### src/hdl/lpht_pkg.sv
package lpht_pkg;

    localparam int SLOTS_DEF = 16;
    localparam int KIND_W    = 2;
    localparam int KEY_W     = 31;
    localparam int VAL_W     = 32;
    localparam int STAT_W    = 3;
    localparam int IDX_W     = 4;
    // slot word: used flag, key, value
    localparam int WORD_W    = 1 + KEY_W + VAL_W;

    typedef enum logic [KIND_W-1:0] {
        K_CLEAR  = 2'd0,
        K_INSERT = 2'd1,
        K_LOOKUP = 2'd2,
        K_UPDATE = 2'd3
    } t_kind;

    typedef enum logic [STAT_W-1:0] {
        ST_DONE    = 3'd0,
        ST_COLLIDE = 3'd1,
        ST_FOUND   = 3'd2,
        ST_MISSING = 3'd3,
        ST_FULL    = 3'd4
    } t_status;

    typedef enum logic [2:0] {
        S_INIT,
        S_IDLE,
        S_WIPE,
        S_HASH,
        S_SCAN,
        S_REPLY
    } t_state;

    typedef struct packed {
        logic take_in;
        logic wipe_start;
        logic hash_start;
        logic scan_start;
        logic load_out;
    } t_cmd;

    typedef struct packed {
        logic wipe_done;
        logic hash_done;
        logic scan_done;
        logic out_free;
    } t_sts;

endpackage

### src/hdl/lpht_ram.sv
module lpht_ram #(
    parameter int WIDTH = 8,
    parameter int DEPTH = 16
) (
    input  logic                     i_clk,
    input  logic                     i_we,
    input  logic [$clog2(DEPTH)-1:0] i_waddr,
    input  logic [WIDTH-1:0]         i_wdata,
    input  logic [$clog2(DEPTH)-1:0] i_raddr,
    output logic [WIDTH-1:0]         o_rdata
);

    logic [WIDTH-1:0] r_mem [DEPTH];
    logic [WIDTH-1:0] r_rdata;

    always_ff @(posedge i_clk) begin
        if (i_we) begin
            r_mem[i_waddr] <= i_wdata;
        end
        r_rdata <= r_mem[i_raddr];
    end

    assign o_rdata = r_rdata;

endmodule

### src/hdl/lpht_mod.sv
// Key modulo SLOTS by reciprocal multiplication. The quotient estimate
// (key * floor(2^KEY_W / SLOTS)) >> KEY_W is never high and at most one short,
// so the remainder lands below 2 * SLOTS and one compare and subtract settles it.
// o_done pulses once r_rem is loaded; o_rem then holds until the next start.
module lpht_mod import lpht_pkg::*; #(
    parameter int SLOTS = SLOTS_DEF
) (
    input  logic                     i_clk,
    input  logic                     i_rst_n,
    input  logic                     i_start,
    input  logic [KEY_W-1:0]         i_key,
    output logic                     o_done,
    output logic [$clog2(SLOTS)-1:0] o_rem
);

    localparam int AW = $clog2(SLOTS);
    localparam logic [KEY_W-1:0] RECIP = KEY_W'((64'd1 << KEY_W) / 64'(SLOTS));

    logic               r_key_vld;
    logic               r_q_vld;
    logic               r_done;
    logic [KEY_W-1:0]   r_key;
    logic [AW:0]        r_q;
    logic [AW-1:0]      r_rem;

    logic [2*KEY_W-1:0] w_prod;
    logic [AW:0]        w_qn;
    logic [AW:0]        w_diff;
    logic [AW:0]        w_sub;
    logic [AW-1:0]      n_rem;

    // only the low AW+1 bits of quotient and remainder matter: the true
    // remainder of the estimate is below 2 * SLOTS
    always_comb begin
        w_prod = {{KEY_W{1'b0}}, r_key} * {{KEY_W{1'b0}}, RECIP};
        w_qn   = r_q * (AW+1)'(SLOTS);
        w_diff = r_key[AW:0] - w_qn;
        w_sub  = w_diff - (AW+1)'(SLOTS);
        if (w_diff >= (AW+1)'(SLOTS)) begin
            n_rem = w_sub[AW-1:0];
        end else begin
            n_rem = w_diff[AW-1:0];
        end
    end

    always_ff @(posedge i_clk) begin
        if (!i_rst_n) begin
            r_key_vld <= 1'b0;
            r_q_vld   <= 1'b0;
            r_done    <= 1'b0;
        end else begin
            r_key_vld <= i_start;
            r_q_vld   <= r_key_vld;
            r_done    <= r_q_vld;
        end
    end

    always_ff @(posedge i_clk) begin
        if (i_start) begin
            r_key <= i_key;
        end
        if (r_key_vld) begin
            r_q <= w_prod[KEY_W+AW:KEY_W];
        end
        if (r_q_vld) begin
            r_rem <= n_rem;
        end
    end

    assign o_done = r_done;
    assign o_rem  = r_rem;

endmodule

### src/hdl/lpht_dp.sv
module lpht_dp import lpht_pkg::*; #(
    parameter int SLOTS = SLOTS_DEF
) (
    input  logic              i_clk,
    input  logic              i_rst_n,
    input  t_cmd              i_cmd,
    output t_sts              o_sts,
    input  logic [KIND_W-1:0] i_kind,
    input  logic [KEY_W-1:0]  i_rec_key,
    input  logic [VAL_W-1:0]  i_new_value,
    input  logic              i_stall,
    output logic              o_valid,
    output logic [STAT_W-1:0] o_status,
    output logic [IDX_W-1:0]  o_slot_index,
    output logic [VAL_W-1:0]  o_found_value
);

    localparam int AW = $clog2(SLOTS);
    localparam int CW = $clog2(SLOTS + 1);

    // latched word
    t_kind             r_kind;
    logic [KEY_W-1:0]  r_key;
    logic [VAL_W-1:0]  r_val;

    // sweep / probe pointers
    logic              r_wipe;
    logic              r_scan;
    logic [AW-1:0]     r_ptr;
    logic [CW-1:0]     r_cnt;
    logic [AW-1:0]     r_chk;
    logic              r_chk_vld;

    // result and output registers
    t_status           r_res_st;
    logic [IDX_W-1:0]  r_res_idx;
    logic [VAL_W-1:0]  r_res_fv;
    logic              r_out_vld;
    t_status           r_out_st;
    logic [IDX_W-1:0]  r_out_idx;
    logic [VAL_W-1:0]  r_out_fv;

    logic              w_hash_done;
    logic [AW-1:0]     w_home;

    logic              w_we;
    logic [AW-1:0]     w_waddr;
    logic [WORD_W-1:0] w_wdata;
    logic [WORD_W-1:0] w_rdata;
    logic              w_rd_used;
    logic [KEY_W-1:0]  w_rd_key;
    logic [VAL_W-1:0]  w_rd_val;

    logic              w_insert;
    logic              w_hit;
    logic              w_miss;
    logic              w_finish;
    logic              w_issue;
    logic              w_wipe_last;
    logic [AW-1:0]     n_ptr;
    logic [AW+IDX_W-1:0] w_idx_ext;

    lpht_mod #(.SLOTS(SLOTS)) u_mod (
        .i_clk   (i_clk),
        .i_rst_n (i_rst_n),
        .i_start (i_cmd.hash_start),
        .i_key   (i_rec_key),
        .o_done  (w_hash_done),
        .o_rem   (w_home)
    );

    lpht_ram #(.WIDTH(WORD_W), .DEPTH(SLOTS)) u_ram (
        .i_clk   (i_clk),
        .i_we    (w_we),
        .i_waddr (w_waddr),
        .i_wdata (w_wdata),
        .i_raddr (r_ptr),
        .o_rdata (w_rdata)
    );

    assign w_rd_used = w_rdata[WORD_W-1];
    assign w_rd_key  = w_rdata[KEY_W+VAL_W-1:VAL_W];
    assign w_rd_val  = w_rdata[VAL_W-1:0];

    assign w_insert  = (r_kind == K_INSERT);

    always_comb begin
        if (w_insert) begin
            w_hit = r_scan && r_chk_vld && !w_rd_used;
        end else begin
            w_hit = r_scan && r_chk_vld && w_rd_used && (w_rd_key == r_key);
        end
    end

    // last slot checked with no match
    assign w_miss      = r_scan && r_chk_vld && !w_hit && (r_cnt == CW'(SLOTS));
    assign w_finish    = w_hit || w_miss;
    assign w_issue     = r_scan && !w_finish && (r_cnt != CW'(SLOTS));
    assign w_wipe_last = r_wipe && (r_ptr == AW'(SLOTS-1));
    assign n_ptr       = (r_ptr == AW'(SLOTS-1)) ? '0 : r_ptr + 1'b1;
    assign w_idx_ext   = {{IDX_W{1'b0}}, r_chk};

    always_comb begin
        w_we    = 1'b0;
        w_waddr = r_chk;
        w_wdata = {1'b1, r_key, r_val};
        if (r_wipe) begin
            w_we    = 1'b1;
            w_waddr = r_ptr;
            w_wdata = '0;
        end else if (w_hit) begin
            case (r_kind)
                K_INSERT: w_we = 1'b1;
                K_UPDATE: begin
                    w_we    = 1'b1;
                    w_wdata = {1'b1, w_rd_key, r_val};
                end
                default: w_we = 1'b0;
            endcase
        end
    end

    always_ff @(posedge i_clk) begin
        if (!i_rst_n) begin
            // start the clearing sweep straight out of reset
            r_wipe    <= 1'b1;
            r_scan    <= 1'b0;
            r_ptr     <= '0;
            r_chk_vld <= 1'b0;
            r_out_vld <= 1'b0;
        end else begin
            r_chk_vld <= w_issue;
            if (i_cmd.wipe_start) begin
                r_wipe <= 1'b1;
                r_ptr  <= '0;
            end else if (i_cmd.scan_start) begin
                r_scan <= 1'b1;
                r_ptr  <= i_cmd.take_in ? '0 : w_home;
            end else if (r_wipe) begin
                r_ptr <= r_ptr + 1'b1;
                if (w_wipe_last) begin
                    r_wipe <= 1'b0;
                end
            end else if (w_issue) begin
                r_ptr <= n_ptr;
            end
            if (w_finish) begin
                r_scan <= 1'b0;
            end
            if (i_cmd.load_out) begin
                r_out_vld <= 1'b1;
            end else if (!i_stall) begin
                r_out_vld <= 1'b0;
            end
        end
    end

    always_ff @(posedge i_clk) begin
        if (i_cmd.take_in) begin
            r_kind <= t_kind'(i_kind);
            r_key  <= i_rec_key;
            r_val  <= i_new_value;
        end
        if (i_cmd.scan_start) begin
            r_cnt <= '0;
        end else if (w_issue) begin
            r_cnt <= r_cnt + 1'b1;
        end
        if (w_issue) begin
            r_chk <= r_ptr;
        end
        if (w_wipe_last) begin
            r_res_st  <= ST_DONE;
            r_res_idx <= '0;
            r_res_fv  <= '0;
        end else if (w_hit) begin
            r_res_idx <= w_idx_ext[IDX_W-1:0];
            if (w_insert) begin
                r_res_st <= (r_chk == w_home) ? ST_DONE : ST_COLLIDE;
                r_res_fv <= '0;
            end else begin
                r_res_st <= ST_FOUND;
                r_res_fv <= w_rd_val;
            end
        end else if (w_miss) begin
            r_res_st  <= w_insert ? ST_FULL : ST_MISSING;
            r_res_idx <= '0;
            r_res_fv  <= '0;
        end
        if (i_cmd.load_out) begin
            r_out_st  <= r_res_st;
            r_out_idx <= r_res_idx;
            r_out_fv  <= r_res_fv;
        end
    end

    assign o_sts.wipe_done = w_wipe_last;
    assign o_sts.hash_done = w_hash_done;
    assign o_sts.scan_done = w_finish;
    assign o_sts.out_free  = !r_out_vld || !i_stall;

    assign o_valid       = r_out_vld;
    assign o_status      = r_out_st;
    assign o_slot_index  = r_out_idx;
    assign o_found_value = r_out_fv;

    a_wipe_scan_apart: assert property (@(posedge i_clk) disable iff (!i_rst_n)
        !(r_wipe && r_scan))
        else $error("sweep and probe active together");

    a_cnt_bound: assert property (@(posedge i_clk) disable iff (!i_rst_n)
        r_cnt <= CW'(SLOTS) || !r_scan)
        else $error("probe count ran past table size");

    a_no_overwrite: assert property (@(posedge i_clk) disable iff (!i_rst_n)
        i_cmd.load_out |-> (!r_out_vld || !i_stall))
        else $error("output word overwritten while stalled");

    a_slot_write: assert property (@(posedge i_clk) disable iff (!i_rst_n)
        (w_we && !r_wipe) |-> (r_chk_vld && r_scan))
        else $error("slot write without a checked slot");

endmodule

### src/hdl/lpht_ctrl.sv
module lpht_ctrl import lpht_pkg::*; (
    input  logic              i_clk,
    input  logic              i_rst_n,
    input  logic              i_valid,
    input  logic [KIND_W-1:0] i_kind,
    output logic              o_stall,
    output t_cmd              o_cmd,
    input  t_sts              i_sts
);

    t_state r_state;
    t_state n_state;
    t_kind  w_kind;
    logic   w_take;

    assign w_kind = t_kind'(i_kind);
    assign w_take = (r_state == S_IDLE) && i_valid;

    always_ff @(posedge i_clk) begin
        if (!i_rst_n) begin
            r_state <= S_INIT;
        end else begin
            r_state <= n_state;
        end
    end

    always_comb begin
        n_state = r_state;
        case (r_state)
            S_INIT: begin
                if (i_sts.wipe_done) begin
                    n_state = S_IDLE;
                end
            end
            S_IDLE: begin
                if (i_valid) begin
                    case (w_kind)
                        K_CLEAR:  n_state = S_WIPE;
                        K_INSERT: n_state = S_HASH;
                        default:  n_state = S_SCAN;
                    endcase
                end
            end
            S_WIPE: begin
                if (i_sts.wipe_done) begin
                    n_state = S_REPLY;
                end
            end
            S_HASH: begin
                if (i_sts.hash_done) begin
                    n_state = S_SCAN;
                end
            end
            S_SCAN: begin
                if (i_sts.scan_done) begin
                    n_state = S_REPLY;
                end
            end
            S_REPLY: begin
                if (i_sts.out_free) begin
                    n_state = S_IDLE;
                end
            end
            default: n_state = S_INIT;
        endcase
    end

    always_comb begin
        o_stall          = (r_state != S_IDLE);
        o_cmd.take_in    = w_take;
        o_cmd.wipe_start = w_take && (w_kind == K_CLEAR);
        o_cmd.hash_start = w_take && (w_kind == K_INSERT);
        o_cmd.scan_start = (w_take && (w_kind == K_LOOKUP || w_kind == K_UPDATE))
                        || ((r_state == S_HASH) && i_sts.hash_done);
        o_cmd.load_out   = (r_state == S_REPLY) && i_sts.out_free;
    end

endmodule

### src/hdl/linear_probe_hash_table.sv
// channel  dir  handshake          word
// -------  ---  -----------------  -------------------------------------------
// request  in   i_valid / o_stall  i_kind, i_rec_key, i_new_value
// reply    out  o_valid / i_stall  o_status, o_slot_index, o_found_value
//
// One request at a time; the reply register lets a new request in while a
// reply still waits. Clear writes one slot per cycle; lookup and update read
// one slot per cycle. Insert first takes the key modulo SLOTS (reciprocal
// multiply). After reset a sweep empties every slot; o_stall stays high meanwhile.
// i_stall only holds the reply register; a finished reply waits for it.
module linear_probe_hash_table import lpht_pkg::*; #(
    parameter int SLOTS = SLOTS_DEF
) (
    input  logic              i_clk,
    input  logic              i_rst_n,
    input  logic              i_valid,
    output logic              o_stall,
    input  logic [KIND_W-1:0] i_kind,
    input  logic [KEY_W-1:0]  i_rec_key,
    input  logic [VAL_W-1:0]  i_new_value,
    output logic              o_valid,
    input  logic              i_stall,
    output logic [STAT_W-1:0] o_status,
    output logic [IDX_W-1:0]  o_slot_index,
    output logic [VAL_W-1:0]  o_found_value
);

    t_cmd w_cmd;
    t_sts w_sts;

    lpht_ctrl u_ctrl (
        .i_clk   (i_clk),
        .i_rst_n (i_rst_n),
        .i_valid (i_valid),
        .i_kind  (i_kind),
        .o_stall (o_stall),
        .o_cmd   (w_cmd),
        .i_sts   (w_sts)
    );

    lpht_dp #(.SLOTS(SLOTS)) u_dp (
        .i_clk         (i_clk),
        .i_rst_n       (i_rst_n),
        .i_cmd         (w_cmd),
        .o_sts         (w_sts),
        .i_kind        (i_kind),
        .i_rec_key     (i_rec_key),
        .i_new_value   (i_new_value),
        .i_stall       (i_stall),
        .o_valid       (o_valid),
        .o_status      (o_status),
        .o_slot_index  (o_slot_index),
        .o_found_value (o_found_value)
    );

endmodule
### config.mk
export PLATFORM = sky130hd
export DESIGN_NAME = linear_probe_hash_table
export DESIGN_NICKNAME = d
export VERILOG_FILES = /design/src/hdl/lpht_pkg.sv /design/src/hdl/lpht_ram.sv /design/src/hdl/lpht_mod.sv /design/src/hdl/lpht_dp.sv /design/src/hdl/lpht_ctrl.sv /design/src/hdl/linear_probe_hash_table.sv
export SDC_FILE = /design/constraint.sdc
export NUM_CORES = 1
export LEC_CHECK = 0
export ABC_CLOCK_PERIOD_IN_PS = 8000
export BUFFER_PORTS_ARGS = -buffer_cell sky130_fd_sc_hd__buf_2
export CAP_MARGIN = 10
export CELL_PAD_IN_SITES_DETAIL_PLACEMENT = 0
export CELL_PAD_IN_SITES_GLOBAL_PLACEMENT = 1
export CORE_AREA = 2 2 331 497
export DETAILED_ROUTE_END_ITERATION = 8
export DIE_AREA = 0 0 333 499
export PLACE_DENSITY_LB_ADDON = 0.08
export RECOVER_POWER = 100
export SYNTH_ARGS = -nofsm -noshare
export SYNTH_HDL_FRONTEND = slang
export SYNTH_SLANG_ARGS = --single-unit
export TNS_END_PERCENT = 100
### constraint.sdc
create_clock -name i_clk -period 8 [get_ports i_clk]
set_input_delay 0.4 -clock i_clk [delete_from_list [all_inputs] [get_ports i_clk]]
set_output_delay 0.4 -clock i_clk [all_outputs]
set_load 0.01 [all_outputs]
==> results of run 1 <==
[cell usage in the layout (no fill, tap or decap), types with 4 or more instances in the layout]
cell	instances
edfxtp_1	1140
mux4_2	320
clkbuf_16	143
clkbuf_1	140
dfxtp_1	121
nand2_1	96
nor2b_1	70
dlygate4sd3_1	67
o22ai_1	34
buf_2	31
clkinv_1	21
buf_4	20
xnor2_1	19
nor2_1	19
xor2_1	17
clkinv_2	15
clkbuf_8	14
a21oi_1	12
bufinv_16	12
buf_12	10
inv_1	9
nand3_1	9
nand4_1	8
and2_1	8
nor2_4	7
o21ai_0	7
diode_2	6
a21oi_4	6
and3_1	6
or3_1	5
mux2i_1	5
nand3b_1	4
nor4_1	4
a31oi_1	4
nor3_1	4
o31a_1	4
clkinv_8	4
clkbuf_2	4
[layout make-up]
cell class                      count  area (sq um)  area share
Antenna cell                        6          15.0    0.000272
Clock buffer                      192          3900      0.0707
Clock inverter                     57           632      0.0115
Inverter                            9          33.8    0.000612
Multi-Input combinational cell    714          9700       0.176
Sequential cell                  1262         36700       0.665
Tap cell                         2104          2630      0.0477
Timing Repair Buffer              237          1590      0.0288
[metrics by stage]
| step | worst slack (ns) | utilization | cells | area, sq um |
|---|---|---|---|---|
| after floorplan | 1.65 | - | 2087 | 46700 |
| after global placement | 3.27 | 0.311 | 4253 | 50200 |
| after detailed placement | 3.29 | 0.311 | 4255 | 50200 |
| after CTS | 3.27 | 0.343 | 4571 | 55500 |
| after global routing | 1.67 | 0.341 | 4576 | 55200 |
| final | 2.13 | 0.341 | 4581 | 55200 |
[worst register-to-register path: cells and delay by family, from the launching register on]
family	cells	cell delay, ns
AOI/OAI and AO/OA	1	0.73
buffers and inverters	2	1.98
DFF	1	1.63
and+or+nand+nor	3	0.88
[per-layer routing]
metal | wire length [um] | share of wire | GRT usage
met5 | 7 | 0.000054 | 0
met4 | 2190 | 0.017 | 0.0423
met3 | 4600 | 0.035 | 0.0249
met2 | 70900 | 0.54 | 0.290
met1 | 52400 | 0.40 | 0.189
[power breakdown]
part / total [uW] / internal (uW) / switching [uW]
sequential: 7670 / 7510 / 161
combinational: 1500 / 675 / 824
clock: 6400 / 3790 / 2600
total: 15600 / 12000 / 3590
[what timing repair did]
item	in CTS	in global routing
endpoints found under the setup margin	0	0
hold buffers	67	0
hold endpoints to repair	78	0
buffers inserted	0	0
[logic make-up (layout without fill, tap and decap cells)]
logic type / count (synthesis) / in the layout / synth area share
AO/OA/AOI/OAI: 87 / 87 / 0.0126
flip-flops: 1262 / 1262 / 0.785
buffers and inverters: 111 / 495 / 0.00985
other: 0 / 6 / 0
XOR/XNOR: 38 / 38 / 0.00744
multiplexers: 329 / 329 / 0.156
adder cells (fa/ha/maj): 3 / 3 / 0.000803
AND/OR/NAND/NOR: 257 / 257 / 0.0284
[registers in the layout, summed over array words and instances, names as in the netlist, 2 cells and up]
register and flops:
u_dp.r_ptr 4, u_dp.r_res_fv 32, u_ctrl.r_state 3, u_dp.u_mod.o_rem 4
u_dp.r_res_idx 4, u_dp.r_chk 4, u_dp.r_key 31, u_dp.o_slot_index 4
u_dp.r_cnt 5, u_dp.u_ram.o_rdata 64, u_dp.r_val 32, u_dp.r_res_st 3
u_dp.r_kind 2, u_dp.u_ram.r_mem 1024, u_dp.o_found_value 32, u_dp.u_mod.r_key 4
u_dp.o_status 3
[worst paths after layout]
| check | to | slack [ns] |
|---|---|---|
| min | u_ctrl.r_state[1] | 0.34 |
| max | u_dp.u_ram.r_mem[0][49] | 2.13 |
| max reg2reg | u_dp.u_ram.r_mem[0][49] | 2.13 |
| min reg2reg | u_dp.u_mod.o_rem[2] | 0.42 |
==> impl_metrics.ini, run 1 <==
[placed_design]
place.gp.congestion = 0.722
dp_hpwl_um = 73300
io_buffer_count = 109

[setup_path]
critPathLaunchType = register
ff2ff_path_depth = 6
crit_buf_inv = 2
rr_startpoint = u_dp.r_wipe
worst_setup_path_end_kind = register
crit_type = reg -> reg
path_cells = inv_1, nand2_1, or4_1, a2bb2oi_1, nor2_4, clkbuf_2
critPathMaxStageDelay_ns = 1.63
worst_path_max_delay_cell = dfxtp_1
setup.worst_path.start = u_dp.r_wipe
arrival_ns = 6.00
path_delay_family = buffers and inverters
path_max_fanout = 44
required_ns = 8.13
crit_cells = 6

[status]
violations = capacitance limit, slew limit
status = complete, but fails checks

[hold_path]
holdPathStages = 5
min_path_type = in -> reg
min-delay-start = i_valid

[global_route]
grt_max_degree = 93
grt_pass1_vias = 23500
overflow = 0
grt_usage = 0.157
antenna_found_initial = 8
grt_pass1_wl_um = 182000

[routing]
ant_nets = 0
drt_iter0_markers = 1411
routed_via_density = 4.70
drt_pass1_iterations = 5
drcViolationCount = 0
routedWlPerCell_um = 28.4
vias = 21500
routed_wl_um = 130000

[timing]
setup_violations = 0
drv_slew = 563
skew_ns = 0.0295
max_freq_mhz = 170
hold_viol_final = 0
period_needed_ns = 5.87
max_slew_margin = -1.42
rsz0062_at_grt = no
period_share = 0.734
worst_pin_slew_ns = 3.63
setup_tns_ns = 0
holdWs_ns = 0.339

[logic_synthesis]
syn_area_sq_um = 46700
syn_area_per_cell_sq_um = 22.4
ys_seq_area_frac = 0.785
synthArstFlopShare = 0
ys_types = 55
synth.area.top_cells = edfxtp_1 73%, mux4_2 15%, dfxtp_1 5.2%, nor2b_1 0.94%, nand2_1 0.77%
ys_ff_latch = 1262
synth_top_area_cell = edfxtp_1
synth_most_common_cell = edfxtp_1
synthTopCellsByCount = 1140 x edfxtp_1, 320 x mux4_2, 122 x dfxtp_1
synth_warnings = 0
synth_cells = 2087
synth_ff_type = edfxtp_1
synth_top_area_share = 0.732
synth_fp_nets = 2159
synth_edf_count = 1140

[cells_and_area]
n_fill_cell = 15300
nNetsFinal = 2432
drive_above_1_share = 0.244
syn2layout_area_growth_pct = 18.1

[floorplanning]
die_y_um = 499
fp.dieArea_sq_um = 166000
die_width_um = 333
start_util = 0.289
core_area_sq_um = 162000
core.rowCount = 181
io-pin-count = 110

[clock_tree]
cts_made_buffers = 136
path_clk_slew_ns = 0.06
clkSinkCount = 1262
cts_tree = done
clk_path_buf_depth = 3
worst_skew_pair.late_latency_ns = 0.77
htreeDepth = 4
cts_resized = 0
root_buffer = clkbuf_16

[flow_run]
maxCapViolCount = 18

[power]
power_uw = 15600
cellLeakagePower_uw = 0.0177
max-vdd-ir-drop_uv = 157
power_density_nw_per_um2 = 282
Power figures use the tool's default switching activity.
==> inputs of run 2 (changes only) <==
Settings changed: ABC_CLOCK_PERIOD_IN_PS 8000 to 5100.
Clock period 8 ns to 5.1 ns, I/O delays scaled along.
==> run 2 against run 1 <==
  * The run still ends with capacitance limit, slew limit left
  * Sequential cell count is the same
  * Worst setup slack worse by 1.2 ns
  * Critical endpoint is now u_dp.u_ram.r_mem[7][39]
  * Via count is 0.25% higher
  * Highest routed layer is now met4
  * Clock skew is 0.0016 ns lower
  * Cell area hardly changed
  * Sequential share of layout area is essentially flat
  * Utilization about the same
  * First-iteration DRC count up 4.8%
  * Critical path type unchanged
==> impl_metrics.ini, run 2 (synthesis results as in run 1) <==
[status]
status = complete, but fails checks
violations = capacitance limit, slew limit

[timing]
period_needed_ns = 4.12
rsz0062_at_grt = no
max_freq_mhz = 243
setup_violations = 0
hold_viol_final = 0
setup_tns_ns = 0
max_slew_margin = -0.721
setup_ws_ns = 0.977
drv_slew = 346
period_share = 0.808
skew_ns = 0.0279
worst_pin_slew_ns = 2.58

[cells_and_area]
nNetsFinal = 2456
fin_area_sq_um = 55200
mostFrequentLayoutCells = 1140 x edfxtp_1, 320 x mux4_2, 156 x clkbuf_1
regMostFlops = u_dp.u_ram.r_mem
largest_reg_flops = 1024
syn2layout_area_growth_pct = 18.0
final_common_cell = edfxtp_1
drive_above_1_share = 0.244

[setup_path]
critPathLaunchType = register
crit_type = reg -> reg
rr_startpoint = u_dp.r_ptr[2]
ff2ff_path_depth = 3
path_delay_family = flip-flops
r2r_slack_ns = 0.98
critPathMaxStageDelay_ns = 1.92
crit_buf_inv = 1
path_cells = a31oi_1, a21oi_4, clkbuf_2
arrival_ns = 4.51
critical_path.reg2reg.endpoint = u_dp.u_ram.r_mem[7][39]
required_ns = 5.49
path_max_fanout = 35
worst_path_max_delay_cell = dfxtp_1
worst_setup_path_end_kind = register

[global_route]
grtUsageMet2 = 0.271
busiest_layer = met2
grt_pass1_vias = 23400
grtUsageMet3 = 0.0233
gr-usage-met1 = 0.192
antenna_found_initial = 12
overflow = 0
grt_pass1_wl_um = 179000
grt_max_degree = 112
grt_usage = 0.153

[clock_tree]
postCtsSetupBuffers = 0
clk_path_buf_depth = 3
worst_skew_pair.late_latency_ns = 0.77
root_buffer = clkbuf_16
cts_tree = done
cts_resized = 0
clkSinkCount = 1262
ctsHoldBuffers = 68
path_clk_slew_ns = 0.06
htreeDepth = 4
cts_made_buffers = 133

[routing]
routed_wl_um = 126000
routed_via_density = 4.69
drt_iter0_markers = 1479
routedWlPerCell_um = 27.4
drcViolationCount = 0
ant_nets = 0
drt_pass1_iterations = 5
vias = 21600

[hold_path]
holdPathStages = 5
min_path_type = in -> reg
min-delay-start = i_valid
worstHoldEndpoint = u_dp.r_cnt[0]

[placed_design]
place.gp.congestion = 0.726
pre_cts_slack_ns = 1.51
io_buffer_count = 109
dp_hpwl_um = 75000
placed_area_sq_um = 50600

[power]
max-vdd-ir-drop_uv = 374
power_density_nw_per_um2 = 435
cellLeakagePower_uw = 0.0177
power_uw = 24000

[floorplanning]
start_util = 0.289
die_width_um = 333
core_area_sq_um = 162000
io-pin-count = 110
die_y_um = 499
core.rowCount = 181
fp.dieArea_sq_um = 166000

[flow_run]
maxCapViolCount = 12
## run 2: area by class of cell
cell class	count	area [sq um]
Antenna cell	5	12.5
Clock buffer	177	3650
Clock inverter	67	601
Fill cell	15300	107000
Inverter	9	33.8
Multi-Input combinational cell	714	9680
Sequential cell	1262	36700
Tap cell	2104	2630
Timing Repair Buffer	264	1860
## run 2: routing by layer
metal | part of all wire | wire length (um)
met1 | 0.41 | 52300
met2 | 0.52 | 66000
met3 | 0.037 | 4650
met4 | 0.026 | 3250
met5 | 0 | 0
## run 2: worst max-delay path by stage
stage                         from  slack (ns)                  endpoint  cells after the start
floorplan           u_dp.r_key[18]       -0.26   u_dp.u_ram.r_mem[11][0]                      6
global placement    u_dp.r_key[18]        1.52  u_dp.u_ram.r_mem[11][55]                      8
detailed placement   u_dp.r_key[1]        1.51   u_dp.u_ram.r_mem[11][3]                      8
CTS                  u_dp.r_key[1]        1.48   u_dp.u_ram.r_mem[11][8]                      8
global route           u_dp.r_wipe        0.72   u_dp.u_ram.r_mem[6][42]                      2
finish               u_dp.r_ptr[2]        0.98   u_dp.u_ram.r_mem[7][39]                      3
## run 2: per-stage QoR
| step | instances | util | hold slack [ns] |
|---|---|---|---|
| final | 4602 | 0.341 | 0.0720 |
| after global routing | 4598 | 0.341 | 0.115 |
| after CTS | 4592 | 0.343 | 0.0810 |
| after detailed placement | 4280 | 0.313 | 0.406 |
| after global placement | 4280 | 0.313 | 0.405 |
| after floorplan | 2087 | - | 0.354 |
## run 2: worst register-to-register path: cells and delay by family (launching register included)
| kind | cells | cell delay [ns] |
|---|---|---|
| compound gates | 2 | 1.11 |
| flops | 1 | 1.92 |
| buf+inv | 1 | 0.71 |
## run 2: where the power goes
part	internal (uW)	switching [uW]
Combinational	1090	1340
Clock	5470	4050
Sequential	11800	271
==> inputs of run 3 (changes only) <==
Settings changed: ABC_CLOCK_PERIOD_IN_PS 5100 to 3800.
Clock period 5.1 ns to 3.8 ns, I/O delays scaled along.
==> run 3 against run 2 <==
  * The run still ends with capacitance limit, slew limit left
  * Combinational power up 37%
  * Fmax up 16%
  * Clock skew up 0.0027 ns
  * Clock power up 38%
  * Sequential share of layout area down 1.1 points
  * Cell area up 1.7%
  * Routed wire length up 0.46%
  * Total power up 35%
  * Global-route usage up 0.056 points
  * Cell count up 1.1%
  * Die area unchanged
  * Critical path depth unchanged
  * Largest power group unchanged
==> impl_metrics.ini, run 3 (synthesis results as in run 1) <==
[clock_tree]
root_buffer = clkbuf_16
htreeDepth = 4
cts_tree = done
clkSinkCount = 1262
worst_skew_pair.late_latency_ns = 0.77
cts_resized = 0
path_clk_slew_ns = 0.06
clk_path_buf_depth = 3
postCtsSetupBuffers = 0
ctsHoldBuffers = 69
cts_made_buffers = 134

[timing]
skew_ns = 0.0307
period_share = 0.936
rsz0062_at_grt = no
setup_violations = 0
worst_pin_slew_ns = 2.58
max_freq_mhz = 281
setup_tns_ns = 0
max_slew_margin = -0.721
hold_viol_final = 0
holdWs_ns = 0.128
period_needed_ns = 3.56
setup_ws_ns = 0.245
drv_slew = 143

[power]
power_uw = 32500
cellLeakagePower_uw = 0.0181
max-vdd-ir-drop_uv = 372
power_density_nw_per_um2 = 579

[setup_path]
ff2ff_path_depth = 3
worst_setup_path_end_kind = register
crit_type = reg -> reg
arrival_ns = 4.14
critPathLaunchType = register
required_ns = 4.39
path_max_fanout = 20

[floorplanning]
die_y_um = 499
die_width_um = 333
io-pin-count = 110
core.rowCount = 181
start_util = 0.289
fp.dieArea_sq_um = 166000
core_area_sq_um = 162000

[cells_and_area]
regMostFlops = u_dp.u_ram.r_mem
drive_above_1_share = 0.266
final_core_util = 0.347
syn2layout_area_growth_pct = 20.0
largest_reg_flops = 1024
mostFrequentLayoutCells = 1140 x edfxtp_1, 320 x mux4_2, 150 x clkbuf_1
final_common_cell = edfxtp_1
nNetsFinal = 2509

[routing]
drcViolationCount = 0
ant_nets = 0
drt_pass1_iterations = 7
wl_met1_um = 52700
drt_iter0_markers = 1675
wl_met3_um = 5550
dr_wl_met2_um = 65500
highest_layer = met5
vias = 21900
routedWlPerCell_um = 27.2
routed_via_density = 4.70
routed_wl_um = 127000

[global_route]
overflow = 0
grt_max_degree = 75
antenna_found_initial = 14
grt_pass1_vias = 23600
grt_pass1_wl_um = 181000
grt_usage = 0.154

[hold_path]
min_path_type = in -> reg
holdPathStages = 2

[status]
status = complete, but fails checks
violations = capacitance limit, slew limit

[placed_design]
place.gp.congestion = 0.729
dp_hpwl_um = 79800
io_buffer_count = 109
pre_cts_slack_ns = 0.118

[flow_run]
maxCapViolCount = 5
-- run 3: power by group --
part | switching, uW | internal, uW | total (uW)
combinational | 1820 | 1490 | 3320
sequential | 326 | 15800 | 16100
clock | 5490 | 7570 | 13100
-- run 3: path summary, 6_finish.rpt --
kind                       startpoint                      to  slack (ns)
hold / removal        i_new_value[30]          u_dp.r_val[30]        0.13
setup reg to reg        u_dp.r_ptr[0]  u_dp.u_ram.o_rdata[39]        0.24
setup / recovery        u_dp.r_ptr[0]  u_dp.u_ram.o_rdata[39]        0.24
hold reg to reg   u_dp.u_mod.r_key[0]     u_dp.u_mod.o_rem[0]        0.42
-- run 3: critical path, cell delays in order, from the launching register on --
cell and delay (ns):
dfxtp_1 1.25, clkbuf_2 0.82, mux4_2 0.65, mux4_2 0.63
-- run 3: metal layers --
metal / track usage / vias to the layer above
li1: - / 9371
met1: 0.196 / 11800
met2: 0.268 / 526
met3: 0.0259 / 169
met4: 0.0460 / 2
met5: 0 / -
-- run 3: per-stage QoR --
stage	instances	instance area, sq um
global route	4651	56100
CTS	4633	56500
floorplan	2087	46800
detailed placement	4320	51500
global placement	4315	51400
finish	4653	56100
-- run 3: cell type report --
class	count	area (sq um)
diodes	4	10.0
clock buffers	185	3790
clock inverters	59	573
fillers	15100	106000
inverters	9	33.8
multi-input cells	714	9700
flip-flops and latches	1262	36700
well taps	2104	2630
repair buffers	316	2680
